### src/sv/radix_prefixed_number_parser_macros.svh
// Assertion macros for the radix-prefixed number parser.
// Assumes the including module has clk_i and rst_ni (active low) in scope.
`ifndef RADIX_PREFIXED_NUMBER_PARSER_MACROS_SVH
`define RADIX_PREFIXED_NUMBER_PARSER_MACROS_SVH

// Check a property on every rising clock edge outside of reset
`define RPNP_ASSERT(label, prop, msg) \
  label: assert property (@(posedge clk_i) disable iff (!rst_ni) prop) else $error(msg);

// Check that a condition never holds outside of reset
`define RPNP_ASSERT_NEVER(label, cond, msg) \
  `RPNP_ASSERT(label, !(cond), msg)

`endif

### src/sv/rpnp_pkg.sv
// Shared types, constants and digit decode for the radix-prefixed number parser.
// No dependencies.
package rpnp_pkg;

  localparam int unsigned CELL_BITS_DEF = 32;
  localparam int unsigned CHAR_W        = 8;
  localparam int unsigned BASE_W        = 5;
  localparam int unsigned VALUE_W       = 32;

  localparam logic [BASE_W-1:0] BASE_RST = BASE_W'(10);
  localparam logic [BASE_W-1:0] BASE_BIN = BASE_W'(2);
  localparam logic [BASE_W-1:0] BASE_DEC = BASE_W'(10);
  localparam logic [BASE_W-1:0] BASE_HEX = BASE_W'(16);

  // Marks a character that is no hex digit; above any legal base
  localparam logic [BASE_W-1:0] DIGIT_NONE = '1;

  localparam logic [CHAR_W-1:0] CH_PERCENT = 8'h25;
  localparam logic [CHAR_W-1:0] CH_HASH    = 8'h23;
  localparam logic [CHAR_W-1:0] CH_DOLLAR  = 8'h24;
  localparam logic [CHAR_W-1:0] CH_MINUS   = 8'h2d;
  localparam logic [CHAR_W-1:0] CH_0       = 8'h30;
  localparam logic [CHAR_W-1:0] CH_9       = 8'h39;
  localparam logic [CHAR_W-1:0] CH_LC_A    = 8'h61;
  localparam logic [CHAR_W-1:0] CH_LC_F    = 8'h66;
  localparam logic [CHAR_W-1:0] CH_UC_A    = 8'h41;
  localparam logic [CHAR_W-1:0] CH_UC_F    = 8'h46;

  // Where the word stands: before prefixes, after '%', after '#', in the digits
  typedef enum logic [3:0] {
    PH_START  = 4'b0001,
    PH_PCT    = 4'b0010,
    PH_HASH   = 4'b0100,
    PH_DIGITS = 4'b1000
  } phase_e;

  // Hex digit value of a character, DIGIT_NONE for anything else
  function automatic logic [BASE_W-1:0] digit_of(input logic [CHAR_W-1:0] c);
    logic [CHAR_W-1:0] d;
    d = '0;
    if (c >= CH_0 && c <= CH_9) begin
      d = c - CH_0;
    end else if (c >= CH_LC_A && c <= CH_LC_F) begin
      d = c - CH_LC_A + CHAR_W'(10);
    end else if (c >= CH_UC_A && c <= CH_UC_F) begin
      d = c - CH_UC_A + CHAR_W'(10);
    end else begin
      return DIGIT_NONE;
    end
    return d[BASE_W-1:0];
  endfunction

endpackage

### src/sv/radix_prefixed_number_parser.sv
// Radix-prefixed number parser: ASCII word in, one signed integer per word out.
// Depends on rpnp_pkg and radix_prefixed_number_parser_macros.svh.
//
//   channel | direction | handshake                 | payload
//   --------+-----------+---------------------------+-----------------------------
//   cfg     | in        | cfg_valid_i / cfg_ready_o | default_base_i
//   in      | in        | in_valid_i  / in_ready_o  | char_code_i, last_char_i
//   out     | out       | out_valid_o / out_ready_i | valid_res_o, value_o
//
// One character a cycle unless a last character waits on a full result register: a
// beat lands in the input register, then the digit multiply-add updates the word
// state and, on the last character, loads the result register. A word's last beat
// passes the input register, then the result register, which drives out_valid_o.
// Reset clears the word state and sets the default base to 10.
// A result waiting in the output register stalls only a following last
// character; other characters keep flowing.
`include "radix_prefixed_number_parser_macros.svh"

module radix_prefixed_number_parser
  import rpnp_pkg::*;
#(
  parameter int unsigned CELL_BITS = CELL_BITS_DEF
) (
  input  logic                      clk_i,
  input  logic                      rst_ni,
  input  logic                      cfg_valid_i,
  output logic                      cfg_ready_o,
  input  logic [BASE_W-1:0]         default_base_i,
  input  logic                      in_valid_i,
  output logic                      in_ready_o,
  input  logic [CHAR_W-1:0]         char_code_i,
  input  logic                      last_char_i,
  output logic                      out_valid_o,
  input  logic                      out_ready_i,
  output logic                      valid_res_o,
  output logic signed [VALUE_W-1:0] value_o
);

  logic [BASE_W-1:0]    default_base_q;
  logic                 in_valid_q;
  logic [CHAR_W-1:0]    char_q;
  logic                 last_q;
  phase_e               phase_q, phase_d;
  logic [BASE_W-1:0]    base_q, base_d, base;
  logic [CELL_BITS-1:0] acc_q, acc_d;
  logic                 neg_q, neg_d;
  logic                 err_q, err_d;
  logic [BASE_W-1:0]    digit;
  logic                 proc;
  logic                 out_valid_q;
  logic                 res_valid_q;
  logic [VALUE_W-1:0]   res_value_q, res_value_d;
  logic [CELL_BITS-1:0] word_v;

  // Config register, always writable
  assign cfg_ready_o = 1'b1;

  always_ff @(posedge clk_i or negedge rst_ni) begin
    if (!rst_ni) begin
      default_base_q <= BASE_RST;
    end else if (cfg_valid_i) begin
      default_base_q <= default_base_i;
    end
  end

  // Process the held beat unless it finishes a word and the result slot is full and not being taken
  assign proc       = in_valid_q && (!last_q || !out_valid_q || out_ready_i);
  assign in_ready_o = !in_valid_q || proc;

  // Input register
  always_ff @(posedge clk_i or negedge rst_ni) begin
    if (!rst_ni) begin
      in_valid_q <= 1'b0;
    end else if (in_ready_o) begin
      in_valid_q <= in_valid_i;
    end
  end

  always_ff @(posedge clk_i) begin
    if (in_ready_o && in_valid_i) begin
      char_q <= char_code_i;
      last_q <= last_char_i;
    end
  end

  // Classify the character and advance the word state
  always_comb begin
    base    = (phase_q == PH_START) ? default_base_q : base_q;
    digit   = digit_of(char_q);
    phase_d = phase_q;
    base_d  = base;
    acc_d   = acc_q;
    neg_d   = neg_q;
    err_d   = err_q;
    if (!err_q) begin
      priority if (phase_q == PH_START && char_q == CH_PERCENT) begin
        base_d  = BASE_BIN;
        phase_d = PH_PCT;
      end else if ((phase_q == PH_START || phase_q == PH_PCT) && char_q == CH_HASH) begin
        base_d  = BASE_DEC;
        phase_d = PH_HASH;
      end else if (phase_q != PH_DIGITS && char_q == CH_DOLLAR) begin
        base_d  = BASE_HEX;
        phase_d = PH_DIGITS;
      end else if (phase_q != PH_DIGITS && base == BASE_DEC && char_q == CH_MINUS) begin
        neg_d   = 1'b1;
        phase_d = PH_DIGITS;
      end else begin
        phase_d = PH_DIGITS;
        if (digit < base) begin
          acc_d = acc_q * CELL_BITS'(base) + CELL_BITS'(digit);
        end else begin
          err_d = 1'b1;
        end
      end
    end
  end

  // Apply the sign, fit the cell to the result width, and give zero on error
  always_comb begin
    word_v      = neg_d ? (CELL_BITS'(0) - acc_d) : acc_d;
    res_value_d = err_d ? '0 : VALUE_W'($signed(word_v));
  end

  // Word state; a last character starts a fresh word
  always_ff @(posedge clk_i or negedge rst_ni) begin
    if (!rst_ni) begin
      phase_q <= PH_START;
      base_q  <= BASE_RST;
      acc_q   <= '0;
      neg_q   <= 1'b0;
      err_q   <= 1'b0;
    end else if (proc) begin
      base_q <= base_d;
      if (last_q) begin
        phase_q <= PH_START;
        acc_q   <= '0;
        neg_q   <= 1'b0;
        err_q   <= 1'b0;
      end else begin
        phase_q <= phase_d;
        acc_q   <= acc_d;
        neg_q   <= neg_d;
        err_q   <= err_d;
      end
    end
  end

  // Result register; hold until the beat is taken
  always_ff @(posedge clk_i or negedge rst_ni) begin
    if (!rst_ni) begin
      out_valid_q <= 1'b0;
    end else if (proc && last_q) begin
      out_valid_q <= 1'b1;
    end else if (out_ready_i) begin
      out_valid_q <= 1'b0;
    end
  end

  always_ff @(posedge clk_i) begin
    if (proc && last_q) begin
      res_valid_q <= !err_d;
      res_value_q <= res_value_d;
    end
  end

  assign out_valid_o = out_valid_q;
  assign valid_res_o = res_valid_q;
  assign value_o     = $signed(res_value_q);

  `RPNP_ASSERT(a_res_from_last, $rose(out_valid_q) |-> $past(proc && last_q), "orphan result")
  `RPNP_ASSERT_NEVER(a_bad_zero, out_valid_q && !res_valid_q && res_value_q != '0, "bad value")
  `RPNP_ASSERT(a_restart, proc && last_q |=> phase_q == PH_START && !err_q && !neg_q, "no restart")
  `RPNP_ASSERT(a_hold, !in_ready_o |=> in_valid_q && $stable({char_q, last_q}), "held beat lost")

endmodule
### config.mk
export PLATFORM = sky130hd
export DESIGN_NAME = radix_prefixed_number_parser
export DESIGN_NICKNAME = d
export VERILOG_FILES = /design/src/sv/rpnp_pkg.sv /design/src/sv/radix_prefixed_number_parser.sv
export VERILOG_INCLUDE_DIRS = /design/src /design/src/sv
export SDC_FILE = /design/constraint.sdc
export NUM_CORES = 1
export LEC_CHECK = 0
export BUFFER_PORTS_ARGS = -buffer_cell sky130_fd_sc_hd__clkbuf_2
export CAP_MARGIN = 10
export CORE_MARGIN = 3
export CORE_UTILIZATION = 58
export CTS_BUF_LIST = sky130_fd_sc_hd__clkbuf_16
export DETAILED_ROUTE_END_ITERATION = 7
export GPL_TIMING_DRIVEN = 0
export PLACE_DENSITY = 0.85
export SLEW_MARGIN = 20
export SYNTH_ARGS = -nofsm -noshare
export SYNTH_HDL_FRONTEND = slang
export SYNTH_SLANG_ARGS = --single-unit
### constraint.sdc
create_clock -name clk_i -period 6.5 [get_ports clk_i]
set_input_delay 0.65 -clock clk_i [delete_from_list [all_inputs] [get_ports clk_i]]
set_output_delay 0.65 -clock clk_i [all_outputs]
set_load 0.02 [all_outputs]
==> results.ini <==
[logic_synthesis]
synthXorXnorAreaFrac=0.0380
ys_seq_area_frac=0.235
synth_area_um2=10700
synth_area_per_cell_um2=8.85
syn_nets=1388
synth_area_leaders=fa_1 16%, edfxtp_1 12%, dfrtp_1 10%, ha_1 8.2%, nand2_1 6.3%
synthCells=1212
synthFlopType=dfrtp_1
yosys.area_share.simple=0.219
synth-compound-area-share=0.165
synthAdderAreaFrac=0.244
async_flop_share=0.543
synth_top_family_by_area=adder cells
ys_types=95
synth_top_cell_by_area=fa_1
yosys_warnings=0
yosysTopAreaCellShare=0.162
synth_edf_count=42
muxShareOfSynthArea=0.0356
ys_seq_elements=92

[clock_tree]
cts_tree=built
cts-root-buf=clkbuf_16
worstSkewPairLatency_ns=0.35
cts_inserted_buffers=9
clkTransAtPathRegs_ns=0.08
ctsHoldBuffers=0
h-tree-depth=3
cts_sinks=92
cts_buffer_depth=2

[cells_and_area]
final_common_cell=nand2_1
final_cell_mix=179 x nand2_1, 86 x inv_1, 86 x fa_1
finalNetCount=1487
fin_area_um2=12500
diodes=0
area.growth.synth_to_final_pct=16.9
drive_gt1_frac=0.195

[placed_design]
hpwl_um=23100
place_congestion=0.966
io_buffer_count=53
placedInstanceArea_um2=11300

[hold_path]
hold_path_class=primary input to async pin

[drt]
vias_per_cell=6.63
drcViolationCount=0
avgRoutedWirePerCell_um=22.0
drt.antenna.violating_nets=0
wirelength_um=33900
via_count=10200
drt_iter0_drc=1465
drt-pass1-iter-count=6

[floorplan]
core_region_area_um2=18100
die_area_um2=20200
rows=49
dieWidth_um=142
ios=55
start_util=0.593
die_height_um=142

[pwr]
clockPowerShare=0.107
p_int_mw=2.65
pwr-share-comb=0.745
irDropWorstVdd_mv=0.361
swShare=0.501
powerDensity_nw_per_um2=423
p_seq_frac=0.147
switching_power_mw=2.66
static-leakage-power_nw=5.61

[status]
status=finished, violations left
violations=negative setup slack

[sta]
finalHoldViolations=0
fmax_ghz=0.153
setup_viol=1
post-route-min-period_ns=6.54
tightest_slew_ns=0.786
fin_crit_sh=1.01
rsz0062_at_grt=true
fin_ws_ns=-0.0410
slew_headroom=0.475
setup_tns_ns=-0.0410
drv_slew=0
holdWs_ns=0.395
finClkSkew_ns=0.0128

[worst_setup_path]
cp.arrival_ns=6.63
worstSetupPathType=register to register
start_kind=register
endpoint_kind=register
crit_path_max_fanout=4
required_ns=6.59

[grt]
grt_use_total=0.307
busiest_layer=met2
gr-usage-met1=0.400
met2_usage=0.512
gr-usage-met3=0.0454
grt_overflow=0
grt_pass1_vias=9715
grt_max_degree=51
grt_pass1_wl_um=49600
antenna_found_initial=0

[job]
maxCapViolCount=0

[kinds of logic after synthesis]
| logic type | Yosys count |
|---|---|
| compound gates | 251 |
| xor+xnor | 45 |
| fa+ha+maj | 157 |
| buf+inv | 163 |
| flops | 92 |
| mux | 36 |
| other cells | 1 |
| simple gates | 467 |
[metal layers]
| layer | up-vias | part of all wire | wire [um] |
|---|---|---|---|
| met1 | 4894 | 0.36 | 12300 |
| met4 | 0 | 0.047 | 1590 |
| met5 | - | 0 | 0 |
| li1 | 4412 | - | - |
| met3 | 156 | 0.12 | 3990 |
| met2 | 781 | 0.47 | 16000 |
[worst max-delay path, stage by stage, from the launching register on]
cell       delay (ns)
edfxtp_1         0.47
or4b_4           0.59
a311o_1          0.41
o21a_1           0.24
o22ai_4          0.24
fa_1             0.45
inv_1            0.11
ha_4             0.22
ha_4             0.28
ha_4             0.15
inv_2            0.04
fa_2             0.44
xnor2_4          0.17
or3b_4           0.41
a21oi_4          0.14
or4b_4           0.50
nor4_4           0.28
o2111a_2         0.30
o2111ai_4        0.17
buf_6            0.17
nor4_4           0.31
or3_1            0.16
a21oi_1          0.05
[power by group through the flow]
stage                     logic [mW]  clock network, mW  registers, mW
after floorplan                 2.09                  0          0.773
after global placement          2.73                  0          0.773
after detailed placement        2.83                  0          0.779
after CTS                       3.00              0.561          0.769
after global routing            4.22              0.585          0.788
final                           3.96              0.570          0.781
[cell usage after synthesis (7+ instances only)]
| cell | instances |
|---|---|
| a211oi_1 | 7 |
| a21o_1 | 11 |
| a21oi_1 | 54 |
| a22oi_1 | 8 |
| a31oi_1 | 11 |
| and2_1 | 71 |
| buf_2 | 9 |
| clkbuf_1 | 51 |
| dfrtp_1 | 45 |
| edfxtp_1 | 42 |
| fa_1 | 87 |
| ha_1 | 70 |
| inv_1 | 90 |
| mux2_2 | 13 |
| mux2i_1 | 22 |
| nand2_1 | 180 |
| nand2b_1 | 9 |
| nand3_1 | 19 |
| nand4_1 | 10 |
| nor2_1 | 76 |
| nor3_1 | 26 |
| nor4_1 | 9 |
| o2111a_1 | 7 |
| o21a_1 | 8 |
| o21ai_0 | 63 |
| o31ai_1 | 12 |
| or2_2 | 7 |
| or3_1 | 10 |
| xnor2_1 | 25 |
| xor2_1 | 19 |
[worst paths after layout]
| kind | endpoint | cells past startpoint | from | slack [ns] |
|---|---|---|---|---|
| max in group asynchronous | acc_q[24] | 1 | rst_ni | 5.61 |
| worst max-delay path | value_o[29] | 22 | char_q[3] | -0.04 |
| worst min register to register | base_q[1] | 2 | base_q[1] | 0.52 |
| min in group clk_i | char_q[4] | 1 | char_code_i[4] | 0.48 |
| worst max register to register | value_o[29] | 22 | char_q[3] | -0.04 |
| worst min-delay path | phase_q[3] | 1 | rst_ni | 0.40 |
[cell type report]
type                            instances  area, um^2
Multi-Input combinational cell        958        8020
Timing Repair Buffer                   94         629
Buffer                                 66         435
Clock buffer                            9         225
Sequential cell                        92        2520
Fill cell                            1249        5540
Clock inverter                          7        91.3
Tap cell                              229         287
Inverter                               90         338
[sequential cells by signal, indices dropped and copies added, names as in the netlist]
name,count
acc_q,32
base_q,5
char_q,8
default_base_q,5
err_q,1
in_valid_q,1
last_q,1
neg_q,1
out_valid_o,1
phase_q,4
valid_res_o,1
value_o,32
[repair_timing]
action                                  CTS  global route
buffers inserted                         13            27
gates cloned                              0             2
endpoints found under the setup margin   39            20
gates resized for setup                  45           129
pin swaps                                10            36
[stage by stage]
stage | power [mW] | setup WS, ns | cells | utilization
after floorplan | 2.86 | 0.312 | 1212 | -
after global placement | 3.50 | -0.960 | 1494 | 0.624
after detailed placement | 3.61 | -1.10 | 1494 | 0.624
after CTS | 4.33 | 0.00159 | 1522 | 0.654
after global routing | 5.59 | -0.207 | 1545 | 0.694
final | 5.31 | -0.0410 | 1545 | 0.694
Note: power is estimated with default switching activity, not from simulation.
